File: config.mk
export PLATFORM = sky130hd
export DESIGN_NAME = record_header_checksum_checker_core
export DESIGN_NICKNAME = d
export VERILOG_FILES = /design/src/design/rhcc_pkg.sv /design/src/design/rhcc_sum.sv /design/src/design/rhcc_skid.sv /design/src/design/record_header_checksum_checker_core.sv
export SDC_FILE = /design/constraint.sdc
export NUM_CORES = 1
export LEC_CHECK = 0
export ABC_AREA = 1
export ABC_CLOCK_PERIOD_IN_PS = 13300
export BUFFER_PORTS_ARGS = -buffer_cell sky130_fd_sc_hd__buf_2
export CAP_MARGIN = 20
export CORE_MARGIN = 2
export CORE_UTILIZATION = 55
export CTS_CLUSTER_SIZE = 30
export DETAILED_ROUTE_END_ITERATION = 7
export PLACE_DENSITY = 0.8
export SLEW_MARGIN = 25
export SYNTH_ARGS = -nofsm -noshare
export SYNTH_HDL_FRONTEND = slang
export SYNTH_SLANG_ARGS = --single-unit
File: constraint.sdc
create_clock -name i_clk -period 13.3 [get_ports i_clk]
set_clock_uncertainty 0.2 [all_clocks]
set_input_delay 3.99 -clock i_clk [delete_from_list [all_inputs] [get_ports i_clk]]
set_output_delay 3.99 -clock i_clk [all_outputs]
set_load 0.005 [all_outputs]
File: src/design/rhcc_pkg.sv
`timescale 1ns / 1ps

package rhcc_pkg;

    localparam int BYTE_W      = 8;
    localparam int STATUS_W    = 3;
    localparam int CFG_INDEX_W = 3;
    localparam int CFG_DATA_W  = 16;

    // configuration register indexes
    localparam logic [CFG_INDEX_W-1:0] CFG_RECORD_MAGIC   = 3'd0;
    localparam logic [CFG_INDEX_W-1:0] CFG_MAX_VERSION    = 3'd1;
    localparam logic [CFG_INDEX_W-1:0] CFG_LENGTH_OLD     = 3'd2;
    localparam logic [CFG_INDEX_W-1:0] CFG_LENGTH_CURRENT = 3'd3;

    localparam logic [BYTE_W-1:0] MAGIC_RESET   = 8'hbe;
    localparam logic [BYTE_W-1:0] VERSION_RESET = 8'd1;

    // record status codes
    localparam logic [STATUS_W-1:0] ST_OK          = 3'd0;
    localparam logic [STATUS_W-1:0] ST_SHORT       = 3'd1;
    localparam logic [STATUS_W-1:0] ST_BAD_MAGIC   = 3'd2;
    localparam logic [STATUS_W-1:0] ST_BAD_VERSION = 3'd3;
    localparam logic [STATUS_W-1:0] ST_BAD_SUM     = 3'd4;

    localparam logic OP_BYTE = 1'b0;
    localparam logic OP_END  = 1'b1;

    typedef struct packed {
        logic              op;
        logic [BYTE_W-1:0] byte_value;
    } t_in_item;

    typedef struct packed {
        logic                has_byte;
        logic [BYTE_W-1:0]   payload_byte;
        logic                done_res;
        logic [STATUS_W-1:0] status;
        logic [BYTE_W-1:0]   record_version;
    } t_out_item;

endpackage

File: src/design/rhcc_sum.sv
`timescale 1ns / 1ps

module rhcc_sum (
    input  logic [7:0]  i_low,
    input  logic [15:0] i_high,
    input  logic [7:0]  i_byte,
    output logic [7:0]  o_low,
    output logic [15:0] o_high
);

    logic [8:0]  low_sum;
    logic [8:0]  low_red;
    logic [16:0] mix;
    logic [9:0]  fold1;
    logic [8:0]  fold2;
    logic [8:0]  mix_red;

    // low sum stays below 510, so one conditional subtract is enough
    assign low_sum = {1'b0, i_low} + {1'b0, i_byte};
    assign low_red = (low_sum >= 9'd255) ? (low_sum - 9'd255) : low_sum;
    assign o_low   = low_red[7:0];

    // mod 255 by folding bytes, since 256 is 1 mod 255
    assign mix     = {9'd0, o_low} + {1'b0, i_high};
    assign fold1   = {2'd0, mix[7:0]} + {2'd0, mix[15:8]} + {9'd0, mix[16]};
    assign fold2   = {1'b0, fold1[7:0]} + {7'd0, fold1[9:8]};
    assign mix_red = (fold2 >= 9'd255) ? (fold2 - 9'd255) : fold2;

    assign o_high = i_high + {8'd0, mix_red[7:0]};

endmodule

File: src/design/rhcc_skid.sv
`timescale 1ns / 1ps

module rhcc_skid (
    input  logic                i_clk,
    input  logic                i_rst_n,
    input  logic                i_res_valid,
    input  rhcc_pkg::t_out_item i_res_item,
    output logic                o_ready,
    output logic                o_valid,
    output rhcc_pkg::t_out_item o_item,
    input  logic                i_stall
);

    logic                r_main_valid;
    logic                r_skid_valid;
    rhcc_pkg::t_out_item r_main;
    rhcc_pkg::t_out_item r_skid;
    logic                n_main_valid;
    logic                n_skid_valid;
    rhcc_pkg::t_out_item n_main;
    rhcc_pkg::t_out_item n_skid;
    logic                take;

    assign take    = r_main_valid && !i_stall;
    assign o_ready = !r_skid_valid;
    assign o_valid = r_main_valid;
    assign o_item  = r_main;

    always_comb begin
        n_main_valid = r_main_valid;
        n_skid_valid = r_skid_valid;
        n_main       = r_main;
        n_skid       = r_skid;
        if (r_skid_valid) begin
            // no new result arrives while the skid entry is full
            if (take) begin
                n_main       = r_skid;
                n_main_valid = 1'b1;
                n_skid_valid = 1'b0;
            end
        end else if (take || !r_main_valid) begin
            n_main_valid = i_res_valid;
            n_main       = i_res_item;
        end else if (i_res_valid) begin
            n_skid       = i_res_item;
            n_skid_valid = 1'b1;
        end
    end

    always_ff @(posedge i_clk) begin
        if (!i_rst_n) begin
            r_main_valid <= 1'b0;
            r_skid_valid <= 1'b0;
        end else begin
            r_main_valid <= n_main_valid;
            r_skid_valid <= n_skid_valid;
        end
        r_main <= n_main;
        r_skid <= n_skid;
    end

endmodule

File: src/design/record_header_checksum_checker_core.sv
`timescale 1ns / 1ps

// Record stream checker. Each input item is one stream byte (op = byte) or an
// end-of-stream mark. A record is magic, version, checksum low, checksum high,
// then a payload whose length comes from length_old (version 0) or
// length_current (version max_version). Payload bytes come out one result
// each; the last result of a record has done_res set and carries the status.
// Header bytes give no result unless they end the record (empty payload or error).
// An accepted item waits in the input register; its result is computed from
// there and held in the result register, which offers it on the output channel.
// One item per cycle is taken while the output buffer has room; the per-byte
// checksum step is a short mod-255 fold between the input and result registers.
// Input stall rises only when the input register is full and the two-entry
// output buffer (result register plus skid entry) cannot take a result, so a
// stalled receiver holds the result steady and backs up the input side.
// Synchronous reset puts the checker in idle awaiting a magic byte, clears
// the sums and restores the register defaults (magic 0xbe, max version 1,
// both lengths 0). Registers are to be written through the plain write port
// only while the block is idle, by the user; the block does not enforce it.

module record_header_checksum_checker_core #(
    parameter int LENGTH_WIDTH = 16
) (
    input  logic                                i_clk,
    input  logic                                i_rst_n,
    input  logic                                i_in_valid,
    output logic                                o_in_stall,
    input  rhcc_pkg::t_in_item                  i_in_item,
    output logic                                o_out_valid,
    input  logic                                i_out_stall,
    output rhcc_pkg::t_out_item                 o_out_item,
    input  logic                                i_cfg_we,
    input  logic [rhcc_pkg::CFG_INDEX_W-1:0]    i_cfg_index,
    input  logic [rhcc_pkg::CFG_DATA_W-1:0]     i_cfg_data
);

    localparam logic [2:0] PH_IDLE = 3'd0;
    localparam logic [2:0] PH_VER  = 3'd1;
    localparam logic [2:0] PH_CKLO = 3'd2;
    localparam logic [2:0] PH_CKHI = 3'd3;
    localparam logic [2:0] PH_DATA = 3'd4;

    localparam int LEN_EXT_W = LENGTH_WIDTH + rhcc_pkg::CFG_DATA_W;

    // configuration
    logic [7:0]  r_magic;
    logic [7:0]  r_max_version;
    logic [15:0] r_length_old;
    logic [15:0] r_length_current;

    // input register
    logic                r_in_valid;
    rhcc_pkg::t_in_item  r_in_item;

    // record state
    logic [2:0]              r_phase;
    logic [7:0]              r_version;
    logic [15:0]             r_checksum;
    logic [7:0]              r_low;
    logic [15:0]             r_high;
    logic [LENGTH_WIDTH-1:0] r_remaining;

    logic [2:0]              n_phase;
    logic [7:0]              n_version;
    logic [15:0]             n_checksum;
    logic [7:0]              n_low;
    logic [15:0]             n_high;
    logic [LENGTH_WIDTH-1:0] n_remaining;

    logic                res_valid;
    rhcc_pkg::t_out_item res_item;
    logic                out_ready;
    logic                fire;
    logic                in_accept;

    logic [7:0]              b;
    logic [7:0]              sum_low;
    logic [15:0]             sum_high;
    logic [LEN_EXT_W-1:0]    len_old_ext;
    logic [LEN_EXT_W-1:0]    len_cur_ext;
    logic [LENGTH_WIDTH-1:0] rem_dec;

    assign fire       = r_in_valid && out_ready;
    assign o_in_stall = r_in_valid && !out_ready;
    assign in_accept  = i_in_valid && !o_in_stall;
    assign b          = r_in_item.byte_value;

    assign len_old_ext = {{LENGTH_WIDTH{1'b0}}, r_length_old};
    assign len_cur_ext = {{LENGTH_WIDTH{1'b0}}, r_length_current};
    assign rem_dec     = r_remaining - {{(LENGTH_WIDTH-1){1'b0}}, 1'b1};

    rhcc_sum u_sum (
        .i_low  (r_low),
        .i_high (r_high),
        .i_byte (b),
        .o_low  (sum_low),
        .o_high (sum_high)
    );

    always_comb begin
        n_phase     = r_phase;
        n_version   = r_version;
        n_checksum  = r_checksum;
        n_low       = r_low;
        n_high      = r_high;
        n_remaining = r_remaining;
        res_valid   = 1'b0;
        res_item    = '0;

        if (r_in_item.op == rhcc_pkg::OP_END) begin
            // end of stream cuts the record short, or reports an empty stream
            if (r_phase == PH_IDLE || r_phase > PH_DATA) begin
                n_version = 8'd0;
            end
            res_valid               = 1'b1;
            res_item.done_res       = 1'b1;
            res_item.status         = rhcc_pkg::ST_SHORT;
            res_item.record_version = n_version;
            n_phase                 = PH_IDLE;
        end else begin
            unique case (r_phase)
                PH_VER: begin
                    n_version = b;
                    if (b > r_max_version) begin
                        res_valid = 1'b1;
                    end else if (b == 8'd0) begin
                        n_remaining = len_old_ext[LENGTH_WIDTH-1:0];
                        n_phase     = PH_CKLO;
                    end else if (b == r_max_version) begin
                        n_remaining = len_cur_ext[LENGTH_WIDTH-1:0];
                        n_phase     = PH_CKLO;
                    end else begin
                        res_valid = 1'b1;
                    end
                    if (res_valid) begin
                        res_item.done_res       = 1'b1;
                        res_item.status         = rhcc_pkg::ST_BAD_VERSION;
                        res_item.record_version = b;
                        n_phase                 = PH_IDLE;
                    end
                end
                PH_CKLO: begin
                    n_checksum = {8'd0, b};
                    n_phase    = PH_CKHI;
                end
                PH_CKHI: begin
                    n_checksum = {b, r_checksum[7:0]};
                    if (r_remaining == '0) begin
                        // empty payload: sums are still zero
                        res_valid               = 1'b1;
                        res_item.done_res       = 1'b1;
                        res_item.status         = ({r_high[7:0], r_low} == n_checksum) ?
                                                  rhcc_pkg::ST_OK : rhcc_pkg::ST_BAD_SUM;
                        res_item.record_version = r_version;
                        n_phase                 = PH_IDLE;
                    end else begin
                        n_phase = PH_DATA;
                    end
                end
                PH_DATA: begin
                    n_low                 = sum_low;
                    n_high                = sum_high;
                    n_remaining           = rem_dec;
                    res_valid             = 1'b1;
                    res_item.has_byte     = 1'b1;
                    res_item.payload_byte = b;
                    if (rem_dec == '0) begin
                        res_item.done_res       = 1'b1;
                        res_item.status         = ({sum_high[7:0], sum_low} == r_checksum) ?
                                                  rhcc_pkg::ST_OK : rhcc_pkg::ST_BAD_SUM;
                        res_item.record_version = r_version;
                        n_phase                 = PH_IDLE;
                    end
                end
                default: begin
                    // idle: a new record starts with a fresh state
                    n_version   = 8'd0;
                    n_checksum  = 16'd0;
                    n_low       = 8'd0;
                    n_high      = 16'd0;
                    n_remaining = '0;
                    if (b != r_magic) begin
                        res_valid               = 1'b1;
                        res_item.done_res       = 1'b1;
                        res_item.status         = rhcc_pkg::ST_BAD_MAGIC;
                        res_item.record_version = 8'd0;
                        n_phase                 = PH_IDLE;
                    end else begin
                        n_phase = PH_VER;
                    end
                end
            endcase
        end
    end

    always_ff @(posedge i_clk) begin
        if (!i_rst_n) begin
            r_in_valid       <= 1'b0;
            r_phase          <= PH_IDLE;
            r_version        <= 8'd0;
            r_checksum       <= 16'd0;
            r_low            <= 8'd0;
            r_high           <= 16'd0;
            r_remaining      <= '0;
            r_magic          <= rhcc_pkg::MAGIC_RESET;
            r_max_version    <= rhcc_pkg::VERSION_RESET;
            r_length_old     <= 16'd0;
            r_length_current <= 16'd0;
        end else begin
            if (in_accept) begin
                r_in_valid <= 1'b1;
            end else if (fire) begin
                r_in_valid <= 1'b0;
            end
            if (fire) begin
                r_phase     <= n_phase;
                r_version   <= n_version;
                r_checksum  <= n_checksum;
                r_low       <= n_low;
                r_high      <= n_high;
                r_remaining <= n_remaining;
            end
            if (i_cfg_we) begin
                unique case (i_cfg_index)
                    rhcc_pkg::CFG_RECORD_MAGIC:   r_magic          <= i_cfg_data[7:0];
                    rhcc_pkg::CFG_MAX_VERSION:    r_max_version    <= i_cfg_data[7:0];
                    rhcc_pkg::CFG_LENGTH_OLD:     r_length_old     <= i_cfg_data;
                    rhcc_pkg::CFG_LENGTH_CURRENT: r_length_current <= i_cfg_data;
                    default: begin
                    end
                endcase
            end
        end
        if (in_accept) begin
            r_in_item <= i_in_item;
        end
    end

    rhcc_skid u_skid (
        .i_clk       (i_clk),
        .i_rst_n     (i_rst_n),
        .i_res_valid (fire && res_valid),
        .i_res_item  (res_item),
        .o_ready     (out_ready),
        .o_valid     (o_out_valid),
        .o_item      (o_out_item),
        .i_stall     (i_out_stall)
    );

endmodule
Word-level counts from Yosys, hierarchy flattened
Index checks and enable logic that the tools add are counted.
{"block": "totals", "regBits": 169, "wordCells": 150, "input_bits": 33, "output_inout_bits": 23}
{"block": "op_classes", "magnitude_cmp": 4, "add_sub_neg": 9, "n_eq_ne": 18, "reduce_logical": 34, "bitwise": 7, "muxes": 52}
{"operator": "one-hot mux 16 bit (3 select lines)", "count": 2}
{"operator": "2-to-1 mux 21 bit", "count": 3}
{"operator": "2-to-1 mux 12 bit", "count": 5}
{"operator": "2-to-1 mux 16 bit", "count": 3}
{"operator": "one-hot mux 12 bit (4 select lines)", "count": 1}
{"operator": "== test 16 bit", "count": 2}
{"operator": "zero test 16 bit", "count": 2}
{"operator": "2-to-1 mux 8 bit", "count": 4}
{"operator": "one-hot mux 16 bit (2 select lines)", "count": 1}
{"operator": "one-hot mux 8 bit (2 select lines)", "count": 2}
{"operator": "2-to-1 mux 3 bit", "count": 9}
{"operator": "adder 8 x 8 -> 9 bit", "count": 2}
{"operator": ">= comparator 9 x 8 -> 1 bit (second input constant)", "count": 2}
{"operator": "2-to-1 mux 1 bit", "count": 18}
{"operator": "2-to-1 mux 9 bit", "count": 2}
{"operator": "adder 8 x 16 -> 17 bit", "count": 1}
{"operator": "adder 16 x 8 -> 16 bit", "count": 1}
{"operator": "subtractor 16 x 1 -> 16 bit (second input constant)", "count": 1}
{"operator": "subtractor 8 bit (second input constant)", "count": 2}
{"operator": "== test 3 x 2 -> 1 bit (second input constant)", "count": 4}
{"operator": "one-hot mux 3 bit (4 select lines)", "count": 1}
{"operator": "AND reduction 2 bit", "count": 6}
{"operator": "adder 10 x 1 -> 10 bit", "count": 1}
{"operator": "adder 8 x 2 -> 9 bit", "count": 1}
{"operator": "other kinds (24)", "count": 48}

Longest topological paths before layout
Gate-level depths: netlist (run 1).
{"block": "depth", "depth_word": 17, "mapped_depth": 75, "ltp_nobuf": 75}

Cells and area by module
A second synthesis (run 1) with hierarchy kept.
{"block": "hier_totals", "cells_unflattened": 1458, "area_unflattened_um2": 10717.8}
{"module": "record_header_checksum_checker_core", "area_per_inst_um2": 6703.9, "cells_each": 943, "instances": 1}
{"module": "rhcc_sum", "area_per_inst_um2": 2323.5, "cells_each": 386, "instances": 1}
{"module": "rhcc_skid", "area_per_inst_um2": 1690.4, "cells_each": 129, "instances": 1}

Least setup slack after synthesis (run 1)
Ideal clock, no wire load.
{"block": "synth_path", "path_type": "register -> register", "startpoint": "register r_in_item, in the netlist b[1]", "endpoint": "register u_skid.r_main, in the netlist u_skid.o_item[10] (data pin)", "setup_time_ns": 0.267, "arrival_time_ns": 8.787, "setup_slack_ns": 4.046, "stages_incl_launch_ff": 60, "path_buffers": 0, "period_less_slack_ns": 9.254, "required_ns": 12.833, "path_cell_list": "edfxtp_1 -> inv_1 -> fa_1 -> inv_1 -> ha_1 -> inv_1 -> nor2_1 -> nand3_1 -> nand2_1 -> nand3_4 -> nand2_4 -> nand2_1 -> nand2_1 -> ha_1 -> inv_1 -> fa_1 -> nand3b_1 -> and2_1 -> (+24 left out) -> fa_1 -> or2_2 -> nand2_1 -> nand2_1 -> a21oi_1 -> nand3_1 -> nor2_1 -> nand3_1 -> nor2_1 -> nand2_1 -> inv_1 -> nand2_1 -> nor2_1 -> nand3_1 -> nand2_1 -> nand2_1 -> nand2_1 -> a21oi_1"}
{"item": "start, declared", "line_no": "record_header_checksum_checker_core.sv:53", "text": "rhcc_pkg::t_in_item r_in_item;"}
{"item": "start signal, assigned", "line_no": "record_header_checksum_checker_core.sv:235", "text": "r_in_item <= i_in_item;"}
{"item": "end signal, assigned", "line_no": "rhcc_skid.sv:58", "text": "r_main <= n_main;"}
{"item": "end, declared", "line_no": "rhcc_skid.sv:16", "text": "rhcc_pkg::t_out_item r_main;"}

==> results of run 1 <==
==> critical path: cells and delay by family (launching register included) <==
family,cells,cell delay (ns)
AO/OA/AOI/OAI,7,0.97
XOR/XNOR,4,0.73
adder cells (fa/ha/maj),10,3.15
flip-flops,1,0.54
AND/OR/NAND/NOR,32,4.08
buffers and inverters,6,0.43
==> metal layers <==
layer | up-vias | wire length, µm | track usage [%]
li1 | 4778 | - | -
met1 | 4319 | 11500 | 36.1
met2 | 314 | 11000 | 40.5
met3 | 52 | 1820 | 4.79
met4 | 0 | 612 | 9.32
met5 | - | 0 | 0
==> Yosys cell counts, types with 10 or more instances <==
cell type and n:
nand2_1 303, a31oi_1 13, ha_1 54, inv_2 10, xor2_1 30, nand3_1 98
nand4_1 21, nand2_2 14, nand3b_1 12, nor2_1 134, xnor2_1 31, nor3_1 25
edfxtp_1 51, o21ai_2 11, o21ai_0 98, inv_1 150, clkbuf_1 38, dfxtp_1 118
a21oi_1 119
==> state kept, by name, indices dropped and copies added, names as in the netlist, 3 cells and up <==
name / flops
r_version: 8
u_skid.r_skid: 21
r_magic: 8
r_max_version: 8
r_remaining: 16
r_high: 16
r_length_old: 16
r_low: 8
r_phase: 3
b: 8
u_skid.o_item: 21
r_length_current: 16
r_checksum: 16
==> metrics by stage <==
stage | hold slack [ns] | worst slack, ns | utilization [%] | power (W)
2_1_floorplan | 0.220 | 4.05 | - | 0.000667
3_3_place_gp | 0.230 | 3.38 | 58.2 | 0.000703
3_5_place_dp | 0.235 | 3.02 | 58.2 | 0.000706
4_1_cts | 0.246 | 2.95 | 61.4 | 0.00121
5_1_grt | 0.270 | 1.84 | 61.5 | 0.00126
6_report | 0.248 | 2.87 | 61.5 | 0.00121
==> where the power goes <==
group / switching [W] / internal (W) / total [W]
Combinational: 0.0000922 / 0.0000469 / 0.000139
Sequential: 0.0000138 / 0.000546 / 0.000560
Clock: 0.000217 / 0.000294 / 0.000511
==> kinds of logic after synthesis <==
| group | count (synthesis) |
|---|---|
| XOR/XNOR | 62 |
| AO/OA/AOI/OAI | 279 |
| flip-flops | 169 |
| AND/OR/NAND/NOR | 631 |
| adder cells (fa/ha/maj) | 59 |
| buffers and inverters | 210 |
==> how the worst max path moves through the flow <==
stage,from,end,slack (ns),depth (start not counted)
after floorplan,b[1]$_DFFE_PP_,u_skid.o_item[10]$_DFFE_PP_,4.05,59
after global placement,b[0]$_DFFE_PP_,u_skid.o_item[10]$_DFFE_PP_,3.38,60
after detailed placement,b[0]$_DFFE_PP_,u_skid.o_item[10]$_DFFE_PP_,3.02,60
after CTS,b[0]$_DFFE_PP_,u_skid.r_skid[10]$_DFFE_PP_,2.95,59
after global routing,b[0]$_DFFE_PP_,u_skid.o_item[10]$_DFFE_PP_,1.84,61
final,b[0]$_DFFE_PP_,u_skid.r_skid[10]$_DFFE_PP_,2.87,59
==> final cells by class <==
| class | instances | area, µm² |
|---|---|---|
| Fill cell | 1653 | 7160 |
| Multi-Input combinational cell | 1031 | 5660 |
| Sequential cell | 169 | 3890 |
| Inverter | 164 | 616 |
| Clock buffer | 20 | 458 |
| Timing Repair Buffer | 65 | 350 |
| Tap cell | 234 | 293 |
| Clock inverter | 12 | 153 |
==> results.md, run 1 <==
- Slew at the pin closest to its max-slew limit: 1.04 ns
- End of the worst register-to-register path: u_skid.r_skid[10]$_DFFE_PP_
- Slowest cell delay on critical path: 0.54 ns
- First-pass GRT wire length: 42100 µm
- Total routing resource utilization after global routing: 25.9%
- WHS Endpoint: r_length_current[1]$_SDFFE_PN0P_
- Number of port buffers: 55
- Final period utilization: 78.4%
- Final setup TNS: 0 ns
- Max-cap check violation count: 0
- Post-synthesis cell type count: 54
- Area added between synthesis and finish: 10.5%
- Dpl cells: 1663
- Clk_lat worst skew: 0.44 ns
- Ranking of synthesized cells by area: dfxtp_1 (23%), edfxtp_1 (15%), nand2_1 (11%)
- Placed cell area: 0.0108 mm²
- Core region area: 0.0186 mm²
- Number of vias after detailed routing: 9463
- Unrepaired setup endpoints after global routing: no
- Main flop type after synthesis: dfxtp_1
- Number of buffers inserted by hold repair at cts: 0
- I/O pin total: 56
- Worst hold start: r_length_current[1]$_SDFFE_PN0P_
- Worst-path cell with the longest stage delay: edfxtp_1
- Clock tree from TritonCTS: built
- Mapped Cells: 1410
- Detailed Route Iter0 Violations: 1004
- Part of the Yosys area used for sequential elements: 37.7%
- Maximum ir drop on the vdd rail: 0.000102 V
- Mean Syn Cell Area: 7.33 µm²
- # resized after CTS: 0
- Cell type with the highest aggregate area in the netlist: dfxtp_1
- Ratio of total power to cell area: 106 mW/mm²
- Final weighted congestion in routability-driven placement: 0.979
- Non-Filler Cell Area, Final: 0.0114 mm²
- Total DRC errors in the routed layout: 0
- Number of synthesized flops with an enable pin: 51
- Run status: complete, no violations
- Number of antenna violations at the first check in global routing: 0
- Flop-to-flop setup slack: 2.87 ns
- Launching point of the worst reg2reg path: b[0]$_DFFE_PP_
- Leading cell types in the layout, fill and taps excluded: nand2_1 (303), inv_1 (150), nor2_1 (134)
- Most common cell after layout, fill and taps aside: nand2_1
- Synth top area share: 22.8%
- Crit path top cell by count: nand2_1
- Filler-free cell count of the finished design: 1695
- Main combinational cell family by area after synthesis: simple AND/OR/NAND/NOR gates
- XOR/XNOR share of the synthesized area: 5.32%
- Pin count of the biggest net entering global routing: 74
- Number of antenna diodes: 0
- DRT Pass-1 Iters: 6
- Placement Rows: 50
- Highest attainable clock frequency: 95.9 MHz
- Share of final-layout standard cells stronger than drive strength 1: 10.7%
- Sort of element at the start of the critical path: flip-flop
- Die outline width: 141 µm
- CTS clock-pin slew for the worst setup and hold paths: 0.07 ns
- Total Routed Length: 25000 µm
- Number of vias per cell after detailed routing: 5.58
- Die area: 0.0199 mm²
- Fraction of registers with async set or reset after synthesis: 0%
- Signal arrival time at the worst endpoint: 10.41 ns
- Flops & latches, synth: 169
- Total clock buffers created by CTS: 17
- Endpoint required time on the critical path: 13.29 ns
- Via count of the first global-routing pass: 8930
- Final setup viols: 0
- HPWL after detailed placement: 18100 µm
- Height of the die: 141 µm
- Minimum clock period: 10.43 ns
- Clock buffer depth: 2
- Number of nets still failing antenna checks after routing: 0
- NumNets Final: 1540
- Post-synthesis simple-gate area fraction: 26.8%
- Type of the worst min-delay path: reg -> reg
- Cell Area, Synth: 0.0103 mm²
- Static leakage: 5.13 nW
- Cells on worst reg2reg path: 59
- Clk sink count: 169
- Final Slew Violations: 0
- Hold violation count in the final report: 0
- Net count of the mapped netlist: 1502
- Multiplexer fraction of the synthesized cell area: 0%
- Category of the most critical setup path: reg -> reg
- Drt wl/cell: 14.7 µm
- Hold Path Stages: 2
- Yosys warnings: 0
- H-tree depth: 4
- Adder and majority gate portion of the synthesized area: 7.50%
- Worst slew slack as a fraction of its limit: 30.1%
- Setup fix buffers added after clock tree synthesis: 0
- Critical path fanouts, max: 9
- Initial Utilization: 55.7%
- GR Overflow Total: 0
- Critical path capture point type: flip-flop
- Post-synthesis compound-gate area fraction: 15.0%
- Clock root cell: clkbuf_16
(Power assumes the default switching activity.)
==> inputs of run 2 (changes only) <==
--- a/config.mk
+++ b/config.mk
@@ -6,14 +6,14 @@
 export NUM_CORES = 1
 export LEC_CHECK = 0
 export ABC_AREA = 1
-export ABC_CLOCK_PERIOD_IN_PS = 13300
+export ABC_CLOCK_PERIOD_IN_PS = 9300
 export BUFFER_PORTS_ARGS = -buffer_cell sky130_fd_sc_hd__buf_2
 export CAP_MARGIN = 20
 export CORE_MARGIN = 2
 export CORE_UTILIZATION = 55
 export CTS_CLUSTER_SIZE = 30
 export DETAILED_ROUTE_END_ITERATION = 7
-export PLACE_DENSITY = 0.8
+export PLACE_DENSITY = 0.83
 export SLEW_MARGIN = 25
 export SYNTH_ARGS = -nofsm -noshare
 export SYNTH_HDL_FRONTEND = slang
==> constraint.sdc (replaced) <==
create_clock -name i_clk -period 9.3 [get_ports i_clk]
set_clock_uncertainty 0.2 [all_clocks]
set_input_delay 2.79 -clock i_clk [delete_from_list [all_inputs] [get_ports i_clk]]
set_output_delay 2.79 -clock i_clk [all_outputs]
set_load 0.005 [all_outputs]
==> run 2 against run 1 <==
Compared with the run above:
- the flow now finishes with violations (negative setup slack)
- setup slack worse by 3.0 ns
- routed wire length is 16% higher
- global-route usage is 1.7 points higher
- via count is 7.1% higher
- first-iteration DRC count is 14% higher
- non-clock buffer count is 82 higher
- register-to-register slack worse by 3.0 ns
==> results.md, run 2 (synthesized netlist as in run 1, its figures left out) <==
- Run status: complete, but fails checks
- Violated checks: negative setup slack
- Static leakage: 5.61 nW (+9.2%)
- Number of vias after detailed routing: 10100 (+7.1%)
- Sort of element at the start of the critical path: flip-flop
- Final Slew Violations: 0 (unchanged)
- Endpoint required time on the critical path: 9.27 ns (-4.02 ns)
- Height of the die: 141 µm (unchanged)
- Type of the worst min-delay path: reg -> reg
- CTS clock-pin slew for the worst setup and hold paths: 0.07 ns (about the same)
- Hold slack final: 0.245 ns (-0.00257 ns)
- Clock tree from TritonCTS: built
- Ratio of total power to cell area: 144 mW/mm² (+36%)
- Clock root cell: clkbuf_16
- Crit path top cell by count: nand2_1
- Hold Path Stages: 2 (unchanged)
- Launching point of the worst reg2reg path: b[0]$_DFFE_PP_
- Detailed Route Iter0 Violations: 1147 (+14%)
- Core region area: 0.0186 mm² (unchanged)
- Fillers: 1420 (-14%)
- H-tree depth: 4 (unchanged)
- Leading cell types in the layout, fill and taps excluded: nand2_1 (281), inv_1 (138), nor2_1 (121)
- Total routing resource utilization after global routing: 27.7% (+1.7 points)
- Pin count of the biggest net entering global routing: 74 (unchanged)
- First-pass GRT wire length: 44800 µm (+6.3%)
- I/O pin total: 56 (unchanged)
- Slew at the pin closest to its max-slew limit: 1.04 ns (-0.00484 ns)
- Slowest cell delay on critical path: 0.44 ns (-0.10 ns)
- Dpl cells: 1716 (+3.2%)
- Signal arrival time at the worst endpoint: 9.43 ns (-0.98 ns)
- Worst setup slack after layout: -0.164 ns (-3.04 ns)
- Flop-to-flop setup slack: -0.16 ns (-3.04 ns)
- Final weighted congestion in routability-driven placement: 0.941 (-3.9%)
- End of the worst register-to-register path: u_skid.o_item[10]$_DFFE_PP_
- Number of antenna diodes: 0 (unchanged)
- Non-Filler Cell Area, Final: 0.0126 mm² (+11%)
- Filler-free cell count of the finished design: 1777 (+4.8%)
- Worst slew slack as a fraction of its limit: 30.5% (+0.32 points)
- Number of vias per cell after detailed routing: 5.70 (+2.1%)
- Initial Utilization: 55.7% (unchanged)
- Drt wl/cell: 16.3 µm (+11%)
- NumNets Final: 1622 (+5.3%)
- HPWL after detailed placement: 19100 µm (+5.7%)
- Unrepaired setup endpoints after global routing: yes
- GR Overflow Total: 0 (unchanged)
- Worst-path cell with the longest stage delay: fa_2
- Maximum ir drop on the vdd rail: 0.000168 V (+65%)
- Share of final-layout standard cells stronger than drive strength 1: 22.2% (+12 points)
- Total Routed Length: 29000 µm (+16%)
- WHS Endpoint: r_length_current[6]$_SDFFE_PN0P_
- Number of antenna violations at the first check in global routing: 0 (unchanged)
- Category of the most critical setup path: reg -> reg
- DRT Pass-1 Iters: 6 (unchanged)
- Area added between synthesis and finish: 22.3%
- Final period utilization: 102% (+23 points)
- Max-cap check violation count: 0 (unchanged)
- Via count of the first global-routing pass: 9582 (+7.3%)
- Die area: 0.0199 mm² (unchanged)
- Final setup viols: 4 (+4)
- Clk sink count: 169 (unchanged)
- Total DRC errors in the routed layout: 0 (unchanged)
- Number of nets still failing antenna checks after routing: 0 (unchanged)
- Highest attainable clock frequency: 106 MHz (+10%)
- Minimum clock period: 9.46 ns (-0.961 ns)
- Clock buffer depth: 2 (unchanged)
- Most common cell after layout, fill and taps aside: nand2_1
- Total clock buffers created by CTS: 17 (unchanged)
- Hold violation count in the final report: 0 (unchanged)
- Placement Rows: 50 (unchanged)
- Cells on worst reg2reg path: 66 (+12%)
- Critical path capture point type: flip-flop
- Number of buffers inserted by hold repair at cts: 0 (unchanged)
- Die outline width: 141 µm (unchanged)
- Tot Pwr: 0.00182 W (+50%)
- Critical path fanouts, max: 5 (-4)
- Number of port buffers: 55 (unchanged)
- Placed cell area: 0.0112 mm² (+3.7%)
- Clk_lat worst skew: 0.44 ns (about the same)
- Worst hold start: r_length_current[6]$_SDFFE_PN0P_
==> run 2: timing repair <==
item,4_1_cts,5_1_grt
endpoints found under the setup margin,9,14
pin swaps,8,80
gates cloned,0,0
setup buffers,4,25
gates resized for setup,20,121
==> run 2: layout make-up <==
class                           count  area (µm²)  area share [%]
Inverter                          164         618            4.89
Sequential cell                   169        3890            30.8
Clock inverter                     10         145            1.15
Tap cell                          234         293            2.32
Timing Repair Buffer              147         977            7.73
Multi-Input combinational cell   1031        6200            49.0
Clock buffer                       22         518            4.10
==> run 2: how the worst max path moves through the flow <==
stage	from	end	slack, ns	cells after the start
2_1_floorplan	b[1]$_DFFE_PP_	u_skid.o_item[10]$_DFFE_PP_	0.05	59
6_report	b[0]$_DFFE_PP_	u_skid.o_item[10]$_DFFE_PP_	-0.16	66
5_1_grt	b[0]$_DFFE_PP_	u_skid.o_item[10]$_DFFE_PP_	-0.76	66
3_3_place_gp	b[0]$_DFFE_PP_	u_skid.o_item[10]$_DFFE_PP_	-0.03	60
4_1_cts	b[0]$_DFFE_PP_	u_skid.o_item[10]$_DFFE_PP_	-0.22	61
3_5_place_dp	b[0]$_DFFE_PP_	u_skid.o_item[10]$_DFFE_PP_	-0.43	61
==> run 2: metal layers <==
metal	track usage (%)	share of wire [%]
met4	10.2	2.8
met3	5.74	8.3
met5	0	0
met1	36.3	42
met2	45.3	47
==> run 2: worst max-delay path: cells and delay by family (launching register included) <==
kind                     cells  cell delay [ns]
AO/OA/AOI/OAI               10             1.35
adder cells (fa/ha/maj)      7             1.92
AND/OR/NAND/NOR             36             3.81
XOR/XNOR                     3             0.60
flip-flops                   1             0.40
buffers and inverters       10             0.90
==> run 2: stage by stage <==
step / setup TNS, ns / setup slack (ns) / utilization [%]
CTS: -0.383 / -0.215 / 64.4
global route: -4.51 / -0.756 / 68.1
global placement: -0.0252 / -0.0252 / 60.3
floorplan: 0 / 0.0460 / -
detailed placement: -1.91 / -0.428 / 60.3
finish: -0.366 / -0.164 / 68.1
==> run 2: where the power goes <==
group | switching, W | internal (W)
registers | 0.0000151 | 0.000781
logic | 0.000153 | 0.0000873
clock network | 0.000319 | 0.000462
==> inputs of run 3 (changes only) <==
--- a/config.mk
+++ b/config.mk
@@ -7,13 +7,13 @@
 export LEC_CHECK = 0
 export ABC_AREA = 1
 export ABC_CLOCK_PERIOD_IN_PS = 9300
-export BUFFER_PORTS_ARGS = -buffer_cell sky130_fd_sc_hd__buf_2
 export CAP_MARGIN = 20
 export CORE_MARGIN = 2
 export CORE_UTILIZATION = 55
 export CTS_CLUSTER_SIZE = 30
 export DETAILED_ROUTE_END_ITERATION = 7
-export PLACE_DENSITY = 0.83
+export DONT_BUFFER_PORTS = 1
+export PLACE_DENSITY = 0.8
 export SLEW_MARGIN = 25
 export SYNTH_ARGS = -nofsm -noshare
 export SYNTH_HDL_FRONTEND = slang
==> run 3 against run 2 <==
Compared with the run above:
- first-iteration DRC count is 29% lower
- critical path depth is 5 lower
- largest cell class unchanged
- clock-buffer cell count stayed put
- largest power group unchanged
- the flow still finishes with violations (negative setup slack)
- hold slack worse by 0.0036 ns
- combinational power is 11% lower
- global-route usage is 1.3 points lower
- non-clock buffer count is 63 lower
- routed wire length is 6.8% lower
- fmax is 1.0% higher
==> results.md, run 3 (synthesized netlist as in run 1, its figures left out) <==
- Pin count of the biggest net entering global routing: 74 (unchanged)
- Final setup TNS: -0.0687 ns (+0.297 ns)
- Share of power burned in registers: 46.7% (+2.9 points)
- Combinational fraction of design power: 12.6% (-0.6 points)
- Category of the most critical setup path: reg -> reg
- Core region area: 0.0186 mm² (unchanged)
- Final period utilization: 101% (-1.0 points)
- Minimum clock period: 9.37 ns (-0.0958 ns)
- Worst slew slack as a fraction of its limit: 31.0% (+0.51 points)
- Endpoint required time on the critical path: 9.28 ns (about the same)
- Signal arrival time at the worst endpoint: 9.35 ns (-0.08 ns)
- Max-cap check violation count: 0 (unchanged)
- Final weighted congestion in routability-driven placement: 0.941 (about the same)
- I/O pin total: 56 (unchanged)
- Sort of element at the start of the critical path: flip-flop
- Crit path top cell by count: inv_2
- Switching Power: 0.000455 W (-6.8%)
- Type of the worst min-delay path: reg -> reg
- Number of antenna violations at the first check in global routing: 1 (+1)
- Violated checks: negative setup slack
- Number of vias per cell after detailed routing: 5.64 (-1.1%)
- Initial Utilization: 55.7% (unchanged)
- Clock tree from TritonCTS: built
- Relative contribution of the clock network to total power: 40.8% (-2.2 points)
- Sw frac: 26.6% (-0.23 points)
- Most common cell after layout, fill and taps aside: nand2_1
- Leading cell types in the layout, fill and taps excluded: nand2_1 (282), inv_1 (139), nor2_1 (124)
- Worst-path cell with the longest stage delay: fa_2
- Area added between synthesis and finish: 16.8%
- Final core utilization: 65.0% (-3.1 points)
- Tot Pwr: 0.00171 W (-6.0%)
- Share of final-layout standard cells stronger than drive strength 1: 17.8% (-4.5 points)
- Static leakage: 5.26 nW (-6.2%)
- CTS clock-pin slew for the worst setup and hold paths: 0.07 ns (about the same)
- Number of vias after detailed routing: 9663 (-4.6%)
- Critical path fanouts, max: 6 (+1)
- DRT Pass-1 Iters: 5 (-1)
- Slew at the pin closest to its max-slew limit: 1.03 ns (-0.00765 ns)
- Total routing resource utilization after global routing: 26.4% (-1.3 points)
- Fillers: 1575 (+11%)
- Clk_lat worst skew: 0.45 ns (about the same)
- Hold violation count in the final report: 0 (unchanged)
- Ratio of total power to cell area: 141 mW/mm² (-1.6%)
- Number of antenna diodes: 0 (unchanged)
- Worst setup slack after layout: -0.0687 ns (+0.0958 ns)
- Detailed Route Iter0 Violations: 810 (-29%)
- Run status: complete, but fails checks
- Clock buffer depth: 2 (unchanged)
- Final setup viols: 1 (-3)
- Number of port buffers: 0 (-100%)
- HPWL after detailed placement: 18800 µm (-1.5%)
- Unrepaired setup endpoints after global routing: yes
- Power Internal: 0.00125 W (-5.7%)
- Die area: 0.0199 mm² (unchanged)
- Total Routed Length: 27000 µm (-6.8%)
- Slowest cell delay on critical path: 0.56 ns (+0.12 ns)
- Die outline width: 141 µm (unchanged)
- Height of the die: 141 µm (unchanged)
- First-pass GRT wire length: 42600 µm (-5.0%)
- Hold slack final: 0.242 ns (-0.00358 ns)
- Clock root cell: clkbuf_16
- Placement Rows: 50 (unchanged)
- Drt wl/cell: 15.7 µm (-3.4%)
- Maximum ir drop on the vdd rail: 0.000142 V (-15%)
- Clk sink count: 169 (unchanged)
- Total DRC errors in the routed layout: 0 (unchanged)
- Total clock buffers created by CTS: 17 (unchanged)
- NumNets Final: 1559 (-3.9%)
- Critical path capture point type: flip-flop
- H-tree depth: 4 (unchanged)
- Final Slew Violations: 0 (unchanged)
- Highest attainable clock frequency: 107 MHz (+1.0%)
- Via count of the first global-routing pass: 8921 (-6.9%)
- Number of nets still failing antenna checks after routing: 0 (unchanged)
- GR Overflow Total: 0 (unchanged)
- Worst slack at placement: -0.333 ns (+0.0954 ns)
-- run 3: final timing paths --
path | to | cells after the start | slack [ns] | start
worst max-delay path | u_skid.o_item[10]$_DFFE_PP_ | 61 | -0.07 | b[0]$_DFFE_PP_
worst min register to register | r_length_current[1]$_SDFFE_PN0P_ | 2 | 0.24 | r_length_current[1]$_SDFFE_PN0P_
worst max register to register | u_skid.o_item[10]$_DFFE_PP_ | 61 | -0.07 | b[0]$_DFFE_PP_
worst min-delay path | r_length_current[1]$_SDFFE_PN0P_ | 2 | 0.24 | r_length_current[1]$_SDFFE_PN0P_
-- run 3: per-stage QoR --
stage                     cell area (µm²)  cells
final                               12100   1714
after global routing                12100   1714
after CTS                           11600   1692
after detailed placement            10900   1659
after global placement              10900   1659
after floorplan                     10300   1410
-- run 3: cell type report --
class                   instances  area, µm²  share of cell area, %
clock inverters                10       88.8                  0.735
multi-input cells            1031       6050                   50.1
inverters                     164        616                   5.10
well taps                     234        293                   2.42
flip-flops and latches        169       3890                   32.2
clock buffers                  22        484                   4.01
repair buffers                 84        649                   5.38
-- run 3: critical path, delay by kind of cell, from the launching register on --
kind / cells / cell delay, ns
fa+ha+maj: 10 / 3.02
compound gates: 6 / 0.68
flops: 1 / 0.39
simple gates: 33 / 3.54
xor+xnor: 4 / 0.72
buf+inv: 8 / 0.55
-- run 3: layer usage --
layer | GRT usage (%) | wire, µm | part of all wire [%]
met1 | 36.3 | 11900 | 44
met2 | 42.1 | 12600 | 47
met3 | 5.54 | 2000 | 7.4
met4 | 7.89 | 536 | 2.0
met5 | 0 | 12 | 0.044
-- run 3: timing repair --
item | 4_1_cts | 5_1_grt
gates resized for setup | 21 | 95
cloned | 0 | 0
pin swaps | 15 | 65
setup buffers | 1 | 23
hold buffers | 0 | 0
endpoints found under the setup margin | 4 | 12
hold endpoints to repair | 0 | 0
-- run 3: power groups by stage --
stage | registers [W] | logic (W) | clock network (W)
5_1_grt | 0.000800 | 0.000239 | 0.000732
4_1_cts | 0.000798 | 0.000197 | 0.000701
3_3_place_gp | 0.000813 | 0.000190 | 0
3_5_place_dp | 0.000814 | 0.000194 | 0
6_report | 0.000798 | 0.000214 | 0.000696
2_1_floorplan | 0.000809 | 0.000145 | 0
